==> config.mk <==
export PLATFORM = sky130hd
export DESIGN_NAME = status_led_change_sender
export DESIGN_NICKNAME = d
export VERILOG_FILES = /design/src/rtl/slcs_pkg.sv /design/src/rtl/slcs_fifo.sv /design/src/rtl/slcs_front.sv /design/src/rtl/slcs_back.sv /design/src/rtl/status_led_change_sender.sv
export VERILOG_INCLUDE_DIRS = /design/src /design/src/rtl
export SDC_FILE = /design/constraint.sdc
export NUM_CORES = 1
export LEC_CHECK = 0
export ABC_AREA = 1
export BUFFER_PORTS_ARGS = -buffer_cell sky130_fd_sc_hd__buf_4
export CORE_UTILIZATION = 30
export CTS_CLUSTER_SIZE = 16
export DETAILED_ROUTE_END_ITERATION = 10
export PLACE_DENSITY = 0.53
export SYNTH_ARGS = -nofsm -noshare
export SYNTH_HDL_FRONTEND = slang
export SYNTH_HIERARCHICAL = 1
export SYNTH_SLANG_ARGS = --single-unit
==> constraint.sdc <==
create_clock -name clk -period 8.8 [get_ports clk]
set_input_delay 0.44 -clock clk [delete_from_list [all_inputs] [get_ports clk]]
set_output_delay 0.44 -clock clk [all_outputs]
set_load 0.005 [all_outputs]
==> src/rtl/status_led_change_sender_defines.svh <==
// Assertion helpers for the status LED sender modules (used by slcs_back).
// Each macro expects signals named clk and rst_n in the enclosing module.
`ifndef STATUS_LED_CHANGE_SENDER_DEFINES_SVH
`define STATUS_LED_CHANGE_SENDER_DEFINES_SVH

// Same-cycle implication, disabled while reset is asserted.
`define SLCS_ASSERT_IMPLIES(label, ante, cons, msg) \
    label: assert property (@(posedge clk) disable iff (!rst_n) (ante) |-> (cons)) \
        else $error(msg);

// Next-cycle implication, disabled while reset is asserted.
`define SLCS_ASSERT_NEXT(label, ante, cons, msg) \
    label: assert property (@(posedge clk) disable iff (!rst_n) (ante) |=> (cons)) \
        else $error(msg);

`endif

==> src/rtl/slcs_pkg.sv <==
`timescale 1ns / 1ps

package slcs_pkg;

    // Input command codes.
    typedef enum logic [1:0] {
        CMD_TICK      = 2'd0,
        CMD_RECONNECT = 2'd1,
        CMD_READY     = 2'd2
    } slcs_cmd_t;

    // Configuration register indexes (word address bits).
    typedef enum logic [2:0] {
        REG_IDLE_RED       = 3'd0,
        REG_IDLE_GREEN     = 3'd1,
        REG_IDLE_BLUE      = 3'd2,
        REG_IDLE_WHITE     = 3'd3,
        REG_EXT_BRIGHTNESS = 3'd4
    } slcs_reg_t;

    // Channel numbers; bit positions of the write mask follow them.
    localparam logic [2:0] CH_RED       = 3'd0;
    localparam logic [2:0] CH_GREEN     = 3'd1;
    localparam logic [2:0] CH_BLUE      = 3'd2;
    localparam logic [2:0] CH_WHITE     = 3'd3;
    localparam logic [2:0] CH_EXT_FIRST = 3'd4;
    localparam int         NUM_CH       = 8;

    localparam logic [7:0] FULL_LEVEL   = 8'd255;
    localparam logic [7:0] STATUS_WHITE = 8'd20;

    // Configuration register contents.
    typedef struct packed {
        logic [7:0] idle_red;
        logic [7:0] idle_green;
        logic [7:0] idle_blue;
        logic [7:0] idle_white;
        logic [7:0] ext_brightness;
    } slcs_cfg_t;

    // One tick's worth of channel writes; lvl_ext is already inverted.
    typedef struct packed {
        logic [NUM_CH-1:0] mask;
        logic [7:0]        lvl_red;
        logic [7:0]        lvl_green;
        logic [7:0]        lvl_blue;
        logic [7:0]        lvl_white;
        logic [7:0]        lvl_ext;
    } slcs_job_t;

    // Queue status seen by both sides.
    typedef struct packed {
        logic full;
        logic empty;
    } slcs_fifo_status_t;

endpackage

==> src/rtl/slcs_fifo.sv <==
`timescale 1ns / 1ps

module slcs_fifo #(
    parameter int DEPTH = 4
) (
    input  logic                        clk,
    input  logic                        rst_n,
    input  logic                        push,
    input  slcs_pkg::slcs_job_t         push_data,
    input  logic                        pop,
    output slcs_pkg::slcs_job_t         pop_data,
    output slcs_pkg::slcs_fifo_status_t status
);
    import slcs_pkg::*;

    localparam int PTR_W = (DEPTH > 1) ? $clog2(DEPTH) : 1;
    localparam int CNT_W = $clog2(DEPTH + 1);

    slcs_job_t          entry_reg [DEPTH];
    logic [PTR_W-1:0]   wr_ptr_reg, wr_ptr_next;
    logic [PTR_W-1:0]   rd_ptr_reg, rd_ptr_next;
    logic [CNT_W-1:0]   count_reg, count_next;

    // Pointer and fill count update.
    always_comb
    begin
        wr_ptr_next = wr_ptr_reg;
        rd_ptr_next = rd_ptr_reg;
        count_next  = count_reg;
        if (push)
        begin
            wr_ptr_next = (wr_ptr_reg == PTR_W'(DEPTH - 1)) ? '0 : wr_ptr_reg + 1'b1;
        end
        if (pop)
        begin
            rd_ptr_next = (rd_ptr_reg == PTR_W'(DEPTH - 1)) ? '0 : rd_ptr_reg + 1'b1;
        end
        if (push && !pop)
        begin
            count_next = count_reg + 1'b1;
        end
        else if (pop && !push)
        begin
            count_next = count_reg - 1'b1;
        end
    end

    always_ff @(posedge clk or negedge rst_n)
    begin
        if (!rst_n)
        begin
            wr_ptr_reg <= '0;
            rd_ptr_reg <= '0;
            count_reg  <= '0;
        end
        else
        begin
            wr_ptr_reg <= wr_ptr_next;
            rd_ptr_reg <= rd_ptr_next;
            count_reg  <= count_next;
        end
    end

    // Entry storage needs no reset.
    always_ff @(posedge clk)
    begin
        if (push)
        begin
            entry_reg[wr_ptr_reg] <= push_data;
        end
    end

    assign pop_data     = entry_reg[rd_ptr_reg];
    assign status.full  = (count_reg == CNT_W'(DEPTH));
    assign status.empty = (count_reg == '0);

endmodule

==> src/rtl/slcs_front.sv <==
`timescale 1ns / 1ps

module slcs_front (
    input  logic                        clk,
    input  logic                        rst_n,
    input  slcs_pkg::slcs_cfg_t         cfg,
    input  logic                        in_valid,
    output logic                        in_ready,
    input  logic [1:0]                  cmd,
    input  logic                        standby_mode,
    input  logic                        brew_mode,
    input  logic                        brew_running,
    input  logic                        snap_exists,
    input  logic                        snap_active,
    input  logic                        snap_is_brew,
    input  logic                        water_low,
    input  slcs_pkg::slcs_fifo_status_t fifo_status,
    output logic                        push,
    output slcs_pkg::slcs_job_t         push_data
);
    import slcs_pkg::*;

    logic       ready_flag_reg, ready_flag_next;
    logic       resend_reg, resend_next;
    logic [7:0] sent_red_reg, sent_red_next;
    logic [7:0] sent_green_reg, sent_green_next;
    logic [7:0] sent_blue_reg, sent_blue_next;
    logic [7:0] sent_white_reg, sent_white_next;
    logic [7:0] sent_ext_reg, sent_ext_next;

    logic       accept;
    logic       is_tick;
    logic [7:0] r, g, b, w, e;
    logic       ext_change;
    logic [NUM_CH-1:0] mask;

    assign in_ready = !fifo_status.full;
    assign accept   = in_valid && in_ready;

    // Status colour by priority.
    always_comb
    begin
        e = cfg.ext_brightness;
        w = STATUS_WHITE;
        if (standby_mode)
        begin
            r = '0;
            g = '0;
            b = '0;
            w = '0;
            e = '0;
        end
        else if (brew_running && brew_mode)
        begin
            r = '0;
            g = '0;
            b = FULL_LEVEL;
        end
        else if (snap_exists && !snap_active && snap_is_brew && brew_mode)
        begin
            r = '0;
            g = FULL_LEVEL;
            b = '0;
        end
        else if (water_low)
        begin
            r = FULL_LEVEL;
            g = '0;
            b = '0;
        end
        else
        begin
            r = cfg.idle_red;
            g = cfg.idle_green;
            b = cfg.idle_blue;
            w = cfg.idle_white;
        end
    end

    // Channels that must be written: changed ones, or all on a resend.
    assign ext_change = resend_reg || (e != sent_ext_reg);
    always_comb
    begin
        mask               = '0;
        mask[CH_RED]       = resend_reg || (r != sent_red_reg);
        mask[CH_GREEN]     = resend_reg || (g != sent_green_reg);
        mask[CH_BLUE]      = resend_reg || (b != sent_blue_reg);
        mask[CH_WHITE]     = resend_reg || (w != sent_white_reg);
        for (int i = int'(CH_EXT_FIRST); i < NUM_CH; i++)
        begin
            mask[i] = ext_change;
        end
    end

    assign push_data.mask      = mask;
    assign push_data.lvl_red   = r;
    assign push_data.lvl_green = g;
    assign push_data.lvl_blue  = b;
    assign push_data.lvl_white = w;
    assign push_data.lvl_ext   = FULL_LEVEL - e;

    // Command decode.
    always_comb
    begin
        is_tick         = 1'b0;
        ready_flag_next = ready_flag_reg;
        resend_next     = resend_reg;
        if (accept)
        begin
            unique case (cmd)
                CMD_TICK:      is_tick = ready_flag_reg;
                CMD_RECONNECT: resend_next = 1'b1;
                CMD_READY:     ready_flag_next = 1'b1;
                default:       is_tick = 1'b0;
            endcase
        end
        if (is_tick)
        begin
            resend_next = 1'b0;
        end
    end

    assign push = is_tick && (mask != '0);

    // Last sent values follow every tick taken after ready.
    always_comb
    begin
        sent_red_next   = sent_red_reg;
        sent_green_next = sent_green_reg;
        sent_blue_next  = sent_blue_reg;
        sent_white_next = sent_white_reg;
        sent_ext_next   = sent_ext_reg;
        if (is_tick)
        begin
            sent_red_next   = r;
            sent_green_next = g;
            sent_blue_next  = b;
            sent_white_next = w;
            sent_ext_next   = e;
        end
    end

    always_ff @(posedge clk or negedge rst_n)
    begin
        if (!rst_n)
        begin
            ready_flag_reg <= 1'b0;
            resend_reg     <= 1'b1;
            sent_red_reg   <= '0;
            sent_green_reg <= '0;
            sent_blue_reg  <= '0;
            sent_white_reg <= '0;
            sent_ext_reg   <= '0;
        end
        else
        begin
            ready_flag_reg <= ready_flag_next;
            resend_reg     <= resend_next;
            sent_red_reg   <= sent_red_next;
            sent_green_reg <= sent_green_next;
            sent_blue_reg  <= sent_blue_next;
            sent_white_reg <= sent_white_next;
            sent_ext_reg   <= sent_ext_next;
        end
    end

endmodule

==> src/rtl/slcs_back.sv <==
`timescale 1ns / 1ps

module slcs_back (
    input  logic                        clk,
    input  logic                        rst_n,
    input  slcs_pkg::slcs_fifo_status_t fifo_status,
    input  slcs_pkg::slcs_job_t         pop_data,
    output logic                        pop,
    output logic                        out_valid,
    input  logic                        out_ready,
    output logic [2:0]                  channel,
    output logic [7:0]                  level,
    output logic                        last_write
);
    import slcs_pkg::*;

    `include "status_led_change_sender_defines.svh"

    slcs_job_t         job_reg, job_next;
    logic [NUM_CH-1:0] mask_reg, mask_next;
    logic              out_valid_reg, out_valid_next;
    logic [2:0]        channel_reg;
    logic [7:0]        level_reg;
    logic              last_reg;

    logic              busy;
    logic              slot_free;
    logic              emit;
    logic [NUM_CH-1:0] sel;
    logic [NUM_CH-1:0] mask_rest;
    logic              last;
    logic [2:0]        sel_ch;
    logic [7:0]        sel_lvl;

    assign busy      = (mask_reg != '0);
    assign slot_free = !out_valid_reg || out_ready;
    assign emit      = busy && slot_free;

    // Lowest pending channel goes out first.
    assign sel       = mask_reg & (~mask_reg + 1'b1);
    assign mask_rest = mask_reg & ~sel;
    assign last      = (mask_rest == '0);

    always_comb
    begin
        sel_ch = '0;
        for (int i = 0; i < NUM_CH; i++)
        begin
            if (sel[i])
            begin
                sel_ch = 3'(i);
            end
        end
    end

    always_comb
    begin
        case (sel_ch)
            CH_RED:   sel_lvl = job_reg.lvl_red;
            CH_GREEN: sel_lvl = job_reg.lvl_green;
            CH_BLUE:  sel_lvl = job_reg.lvl_blue;
            CH_WHITE: sel_lvl = job_reg.lvl_white;
            default:  sel_lvl = job_reg.lvl_ext;
        endcase
    end

    // Take the next job when idle or while sending the current job's last beat.
    assign pop = !fifo_status.empty && (!busy || (emit && last));

    always_comb
    begin
        job_next  = job_reg;
        mask_next = mask_reg;
        if (pop)
        begin
            job_next  = pop_data;
            mask_next = pop_data.mask;
        end
        else if (emit)
        begin
            mask_next = mask_rest;
        end
    end

    always_comb
    begin
        out_valid_next = out_valid_reg;
        if (emit)
        begin
            out_valid_next = 1'b1;
        end
        else if (out_ready)
        begin
            out_valid_next = 1'b0;
        end
    end

    always_ff @(posedge clk or negedge rst_n)
    begin
        if (!rst_n)
        begin
            mask_reg      <= '0;
            out_valid_reg <= 1'b0;
        end
        else
        begin
            mask_reg      <= mask_next;
            out_valid_reg <= out_valid_next;
        end
    end

    // Payload registers.
    always_ff @(posedge clk)
    begin
        job_reg <= job_next;
        if (emit)
        begin
            channel_reg <= sel_ch;
            level_reg   <= sel_lvl;
            last_reg    <= last;
        end
    end

    assign out_valid  = out_valid_reg;
    assign channel    = channel_reg;
    assign level      = level_reg;
    assign last_write = last_reg;

    // A new job never overwrites one with beats still to send.
    `SLCS_ASSERT_IMPLIES(a_pop_only_when_done, pop, !busy || (emit && last), "pop with beats left")
    // A sent beat always lands in the output register.
    `SLCS_ASSERT_NEXT(a_emit_fills_output, emit, out_valid_reg, "beat sent but output not valid")
    // A beat that is not the last leaves work pending.
    `SLCS_ASSERT_NEXT(a_job_continues, emit && !last, busy, "job ended without a last beat")

endmodule

==> src/rtl/status_led_change_sender.sv <==
// Status LED change sender.
// Input channel (in_valid/in_ready) takes one command beat: an update tick,
// a reconnect, or a controller-ready notice, with the machine status flags.
// Each tick taken after the ready notice yields zero to eight channel-write
// beats on the output channel (out_valid/out_ready), in channel order, with
// last_write set on the final beat of the tick. Only changed channels are
// written, or all of them after reset or a reconnect.
// The first write of a tick passes through the job queue, the job and mask
// registers and the output register. Throughput: one write beat per cycle while
// out_ready is held high; the single output register of the write sequencer
// sets that rate. Commands that cause no writes are taken every cycle while
// the job queue has room.
// The job queue (FIFO_DEPTH entries) lets the front keep taking items while
// the receiver stalls; in_ready drops only when the queue is full.
// Reset clears the queue and output, marks the controller not ready, and arms
// a full resend. Configuration registers are written over the APB port; the user
// writes them only while the block is idle; the block does not enforce this.
`timescale 1ns / 1ps

module status_led_change_sender #(
    parameter int FIFO_DEPTH = 4
) (
    input  logic        clk,
    input  logic        rst_n,
    input  logic        psel,
    input  logic        penable,
    input  logic        pwrite,
    input  logic [4:0]  paddr,
    input  logic [31:0] pwdata,
    output logic [31:0] prdata,
    output logic        pready,
    input  logic        in_valid,
    output logic        in_ready,
    input  logic [1:0]  cmd,
    input  logic        standby_mode,
    input  logic        brew_mode,
    input  logic        brew_running,
    input  logic        snap_exists,
    input  logic        snap_active,
    input  logic        snap_is_brew,
    input  logic        water_low,
    output logic        out_valid,
    input  logic        out_ready,
    output logic [2:0]  channel,
    output logic [7:0]  level,
    output logic        last_write
);
    import slcs_pkg::*;

    slcs_cfg_t         cfg_reg, cfg_next;
    logic              cfg_write;
    logic [2:0]        reg_idx;
    slcs_fifo_status_t fifo_status;
    logic              push;
    logic              pop;
    slcs_job_t         push_data;
    slcs_job_t         pop_data;

    assign pready    = 1'b1;
    assign reg_idx   = paddr[4:2];
    assign cfg_write = psel && penable && pwrite && pready;

    // Register write decode.
    always_comb
    begin
        cfg_next = cfg_reg;
        if (cfg_write)
        begin
            unique case (reg_idx)
                REG_IDLE_RED:       cfg_next.idle_red       = pwdata[7:0];
                REG_IDLE_GREEN:     cfg_next.idle_green     = pwdata[7:0];
                REG_IDLE_BLUE:      cfg_next.idle_blue      = pwdata[7:0];
                REG_IDLE_WHITE:     cfg_next.idle_white     = pwdata[7:0];
                REG_EXT_BRIGHTNESS: cfg_next.ext_brightness = pwdata[7:0];
                default:            cfg_next = cfg_reg;
            endcase
        end
    end

    always_ff @(posedge clk or negedge rst_n)
    begin
        if (!rst_n)
        begin
            cfg_reg <= '0;
        end
        else
        begin
            cfg_reg <= cfg_next;
        end
    end

    // Register read decode.
    always_comb
    begin
        unique case (reg_idx)
            REG_IDLE_RED:       prdata = {24'd0, cfg_reg.idle_red};
            REG_IDLE_GREEN:     prdata = {24'd0, cfg_reg.idle_green};
            REG_IDLE_BLUE:      prdata = {24'd0, cfg_reg.idle_blue};
            REG_IDLE_WHITE:     prdata = {24'd0, cfg_reg.idle_white};
            REG_EXT_BRIGHTNESS: prdata = {24'd0, cfg_reg.ext_brightness};
            default:            prdata = '0;
        endcase
    end

    slcs_front u_front (
        .clk          (clk),
        .rst_n        (rst_n),
        .cfg          (cfg_reg),
        .in_valid     (in_valid),
        .in_ready     (in_ready),
        .cmd          (cmd),
        .standby_mode (standby_mode),
        .brew_mode    (brew_mode),
        .brew_running (brew_running),
        .snap_exists  (snap_exists),
        .snap_active  (snap_active),
        .snap_is_brew (snap_is_brew),
        .water_low    (water_low),
        .fifo_status  (fifo_status),
        .push         (push),
        .push_data    (push_data)
    );

    slcs_fifo #(
        .DEPTH (FIFO_DEPTH)
    ) u_fifo (
        .clk       (clk),
        .rst_n     (rst_n),
        .push      (push),
        .push_data (push_data),
        .pop       (pop),
        .pop_data  (pop_data),
        .status    (fifo_status)
    );

    slcs_back u_back (
        .clk         (clk),
        .rst_n       (rst_n),
        .fifo_status (fifo_status),
        .pop_data    (pop_data),
        .pop         (pop),
        .out_valid   (out_valid),
        .out_ready   (out_ready),
        .channel     (channel),
        .level       (level),
        .last_write  (last_write)
    );

endmodule
==> out/results.ini, run 1 <==
[run_status]
status=finished, violations left
violations=DRC

[yosys]
synth_cells=1573
syn_area_sq_um=16100
avgSynthCellArea_sq_um=10.2
yosysSeqAreaShare=0.609
synth_warnings=6
ys_types=47
synth-seq-cells=342

[sta]
fin_hold_ws_ps=175
slew_violations=0
fin_setup_tns_ps=0
slew_headroom=0.369
fin_crit_sh=0.413
post-route-min-period_ps=3640
fmax_mhz=275
final_hold_viol_count=0
finClkSkew_ps=27.7
fin_ws_ps=5160
setup_viol=0
rsz0062_at_grt=false
tightest_slew_ps=947

[critical_path]
crit_slowest_cell=nor2_1
end_kind=register
reg2reg_to=u_fifo/entry_reg[2][14]$_DFFE_PP_
ff2ff_path_depth=11
critPathArrivalTime_ps=3800
worst-setup-path-type=in2reg
worstPathRequired_ps=8960
regToRegSetupSlack_ps=5300
cp_cell_sequence=buf_4, nor2_1, nand3_1, or2_1, nand2_1, nor2_1, nand3_1, nor2_1, nand3_1, nand2_1, inv_1, nand2_1, inv_2, buf_4
slowest_delay_ps=630
cp-start-kind=input port
path_max_fanout=31
path_delay_family=simple AND/OR/NAND/NOR gates
critPathBufInv=4
r2r_start=cfg_reg[4]$_DFFE_PN0P_

[placement]
place_inst=2253
place_hpwl_um=24000
placed_area_sq_um=16800
place_ws_ps=4540
port_buffers=48
place_congestion=0.842

[clocking]
cts-resized-gates=0
clk_pin_slew_ps=60
cts.sinks=342
ctsRootBufferMaster=clkbuf_16
cts_tree=done
cts_buffers=39
clk_latency_ps=540
cts_buffer_depth=3
htreeDepth=2

[power_and_ir_drop]
pwr-share-seq=0.436
power_density_nw_per_um2=293
fin_total_pwr_mw=5.27
combPwrFrac=0.277
switching_power_mw=1.79
power_leakage_nw=7.73
power_frac_clock=0.287
p_sw_frac=0.340
p_int_mw=3.47
peakVddDrop_mv=0.139

[routing]
ant_nets=0
vias=10400
routed_wl_um=36400
wl_per_cell_um=15.7
routed_via_density=4.47
first_iter_violations=639
drcViolationCount=6
firstDrtPassIters=8

[finish]
final_common_cell=nand2_1
largest_reg_flops=192
drive_gt1_frac=0.128
final_nets=1667
final_cells=2324
layout_common_cells=449 x nand2_1, 244 x edfxtp_1, 211 x inv_1
area_delta_synth_final_pct=11.9
post-route-util=0.341
fillers=5329
postLayoutCellArea_sq_um=18000
n_antenna_cell=0

[floorplan]
die_height_um=233
ios=100
num_rows=84
start_util=0.305
die_area_sq_um=54500
die_w_um=233
coreArea_sq_um=52800

[global_routing]
overflow=0
grt_first_pass_wirelength_um=57900
grt_max_degree=102
first_global_vias=10100
grt_util_all_layers=0.137
grt_antenna_before_repair=0

[hold_path]
worstHoldPathCells=3
hold_start=pwdata[5]
worstHoldPathType=in2reg
hold_end=cfg_reg[5]$_DFFE_PN0P_

[job]
max-cap-violations=0

[layer usage]
metal,up-vias,track usage,share of wire
li1,5252,-,-
met4,0,0.0396,0.021
met3,55,0.0211,0.042
met1,4902,0.189,0.48
met2,182,0.222,0.46
met5,-,0,0
[power by group through the flow]
| stage | clock, mW | combinational (mW) | sequential [mW] |
|---|---|---|---|
| final | 1.51 | 1.46 | 2.30 |
| after global routing | 1.62 | 1.66 | 2.33 |
| after CTS | 1.56 | 1.50 | 2.30 |
| after detailed placement | 0 | 1.49 | 2.33 |
| after global placement | 0 | 1.47 | 2.33 |
| after floorplan | 0 | 1.12 | 2.29 |
[repair_timing]
action | CTS | global route
endpoints found under the setup margin | 0 | 0
hold buffers | 1 | 0
setup buffers | 0 | 0
endpoints found under the hold margin | 28 | 0
[worst min-delay path, cell delays in order]
cell	delay, ps
buf_4	130
nand2_1	60
nand2_1	60
[layout make-up]
class | count | area [sq um] | share of cell area
sequential | 342 | 9780 | 0.544
multi-input combinational | 933 | 4830 | 0.268
clock buffer | 56 | 1100 | 0.0612
inverter | 231 | 871 | 0.0484
tap | 688 | 861 | 0.0479
timing repair buffer | 60 | 453 | 0.0252
clock inverter | 14 | 90.1 | 0.00501
[cells in the mapped netlist, drive strengths merged]
cell,number,share of area
a21oi,8,0.0034
a22o,8,0.0044
a31oi,1,0.0013
and2,1,0.00039
buf,73,0.039
clkbuf,17,0.0040
clkinv,3,0.00078
conb,2,0.00047
dfrtp,97,0.15
dfstp,1,0.0016
edfxtp,244,0.46
fa,1,0.0012
ha,6,0.0047
inv,228,0.053
nand2,465,0.11
nand3,88,0.033
nand3b,7,0.0033
nand4,29,0.011
nor2,85,0.028
nor3,5,0.0023
nor4,1,0.00039
o2111ai,1,0.00055
o211ai,104,0.051
o21ai,81,0.027
o21bai,1,0.00047
or2,9,0.0035
xnor2,7,0.0038
[worst max-delay path by stage]
stage	from	to	depth (start not counted)
finish	water_low	u_fifo/entry_reg[2][14]$_DFFE_PP_	14
CTS	water_low	u_fifo/entry_reg[2][35]$_DFFE_PP_	14
floorplan	u_back/mask_reg[0]$_DFFE_PN0P_	u_fifo/count_reg[1]$_DFFE_PN0P_	13
global route	water_low	u_fifo/entry_reg[2][17]$_DFFE_PP_	14
detailed placement	standby_mode	u_fifo/entry_reg[2][27]$_DFFE_PP_	14
global placement	water_low	u_fifo/entry_reg[1][27]$_DFFE_PP_	14
[kinds of logic after synthesis]
family          Yosys count  synth area share
compound gates          204            0.0881
xor+xnor                  7           0.00382
fa+ha+maj                 7           0.00592
buf+inv                 321            0.0974
flops                   342             0.609
other cells               2          0.000467
simple gates            690             0.196
Note: power is estimated with default switching activity, not from simulation.
==> run 2, diff against run 1 <==
- clock period: 8.8 -> 3.6 ns (I/O delays scaled with it)
==> run 2 against run 1 <==
  * The flow still finishes with violations (DRC)
  * Power grew to 2.5 times the previous value
  * First-iteration DRC count grew 19%
  * Register-to-register slack lost 4600 ps
  * Routed wire length grew 0.57%
  * Combinational power grew to 2.5 times the previous value
  * Core utilization grew 0.85 points
  * Critical endpoint is now u_fifo/count_reg[1]$_DFFE_PN0P_
==> out/results.ini, run 2 (same netlist as run 1, synthesis figures left out) <==
[sta]
fin_setup_tns_ps=0  ; unchanged
final_hold_viol_count=0  ; unchanged
slew_violations=0  ; unchanged
fmax_mhz=347
fin_crit_sh=0.800
post-route-min-period_ps=2880
fin_hold_ws_ps=40.8  ; -135 ps
rsz0062_at_grt=false
tightest_slew_ps=806  ; -141 ps
setup_viol=0  ; unchanged
finClkSkew_ps=16.4  ; -11.4 ps
fin_ws_ps=719  ; -4440 ps
slew_headroom=0.462  ; +0.0934

[critical_path]
cp_cell_sequence=or2_2, nand3_2, nand2_1, nand2_1, nand2_1, nor2_1, nand3_1, nor2_1, nand3_1, nand2_1, inv_1, ha_1, inv_1, fa_1, nand2_1, nand2_1
crit_slowest_cell=dfrtp_1
end_kind=register
critPathBufInv=2  ; -2
critPathArrivalTime_ps=3310  ; -490 ps
slowest_delay_ps=410  ; -220 ps
worstPathRequired_ps=4030  ; -4930 ps
worst-setup-path-type=reg2reg
cp-start-kind=register
cp_common_cell=nand2_1
path_delay_family=simple AND/OR/NAND/NOR gates
path_max_fanout=5  ; -84%

[finish]
n_antenna_cell=0  ; unchanged
largest_reg_flops=192  ; unchanged
postLayoutCellArea_sq_um=18400  ; +2.5%
post-route-util=0.349  ; +0.00851
final_cells=2353  ; +1.2%
final_nets=1694  ; +1.6%
final_common_cell=nand2_1
layout_common_cells=449 x nand2_1, 244 x edfxtp_1, 211 x inv_1
drive_gt1_frac=0.139  ; +0.0110
area_delta_synth_final_pct=14.7

[floorplan]
num_rows=84  ; unchanged
die_w_um=233  ; unchanged
die_height_um=233  ; unchanged
die_area_sq_um=54500  ; unchanged
coreArea_sq_um=52800  ; unchanged
ios=100  ; unchanged
start_util=0.305  ; unchanged

[routing]
first_iter_violations=758  ; +19%
drcViolationCount=12  ; +6
routed_via_density=4.48  ; +0.22%
vias=10500  ; +1.5%
firstDrtPassIters=8  ; unchanged
wl_per_cell_um=15.5  ; -0.67%
ant_nets=0  ; unchanged
routed_wl_um=36600  ; +0.57%

[run_status]
violations=DRC
status=finished, violations left

[hold_path]
worstHoldPathType=in2reg

[placement]
place_ws_ps=396  ; -4150 ps
place_hpwl_um=24800  ; +3.1%
place_congestion=0.854  ; +1.5%
placed_area_sq_um=17000  ; +1.3%
port_buffers=48  ; unchanged
place_inst=2268  ; +0.67%

[job]
max-cap-violations=0  ; unchanged

[clocking]
clk_latency_ps=540  ; about the same
cts-resized-gates=0  ; unchanged
cts_buffers=39  ; unchanged
cts.sinks=342  ; unchanged
hold_buffers=13  ; +12
clk_pin_slew_ps=60  ; about the same
htreeDepth=2  ; unchanged
cts_tree=done
cts_setup_buffers=0  ; unchanged
cts_buffer_depth=3  ; unchanged
ctsRootBufferMaster=clkbuf_16

[global_routing]
overflow=0  ; unchanged
first_global_vias=9989  ; -1.3%
grt_max_degree=77  ; -25%
grt_first_pass_wirelength_um=57300  ; -1.0%
grt_antenna_before_repair=0  ; unchanged
grt_util_all_layers=0.136  ; -0.000827

[power_and_ir_drop]
power_density_nw_per_um2=719  ; +150%
peakVddDrop_mv=0.327  ; +130%
fin_total_pwr_mw=13.3  ; +150%
power_leakage_nw=7.93  ; +2.5%

run 2: path summary, 6_finish.rpt:
kind                                                               to  cells after the start                             startpoint  slack (ps)
min in group asynchronous       u_front/sent_green_reg[1]$_DFFE_PN0P_                      2                                  rst_n         110
worst max register to register        u_fifo/count_reg[1]$_DFFE_PN0P_                     16                cfg_reg[38]$_DFFE_PN0P_         720
worst min register to register  u_front/sent_green_reg[0]$_DFFE_PN0P_                      2  u_front/sent_green_reg[0]$_DFFE_PN0P_         500
max in group asynchronous                     cfg_reg[11]$_DFFE_PN0P_                      3                                  rst_n        2600
worst max-delay path                  u_fifo/count_reg[1]$_DFFE_PN0P_                     16                cfg_reg[38]$_DFFE_PN0P_         720
worst min-delay path                     u_back/out_valid$_DFFE_PN0P_                      4                              out_ready          40
run 2: area by class of cell:
| class | instances | area [sq um] |
|---|---|---|
| Clock buffer | 52 | 1100 |
| Clock inverter | 20 | 199 |
| Fill cell | 5284 | 34300 |
| Inverter | 231 | 871 |
| Multi-Input combinational cell | 933 | 4830 |
| Sequential cell | 342 | 9780 |
| Tap cell | 688 | 861 |
| Timing Repair Buffer | 87 | 798 |
run 2: worst min-delay path: cells and delay by family:
kind / cells / cell delay [ps]
buffers and inverters: 2 / 220
and+or+nand+nor: 2 / 130
run 2: power breakdown:
group | switching, mW | leakage [nW] | internal [mW] | total, mW
combinational | 2.48 | 3.82 | 1.20 | 3.68
clock | 1.61 | 0.626 | 2.37 | 3.98
sequential | 0.382 | 3.48 | 5.22 | 5.61
total | 4.47 | 7.93 | 8.79 | 13.3
run 2: layer usage:
metal,track usage,vias up,routed length [um]
li1,-,5303,-
met1,0.191,4977,17600
met2,0.214,197,16400
met3,0.0222,67,1590
met4,0.0430,0,965
met5,0,-,0
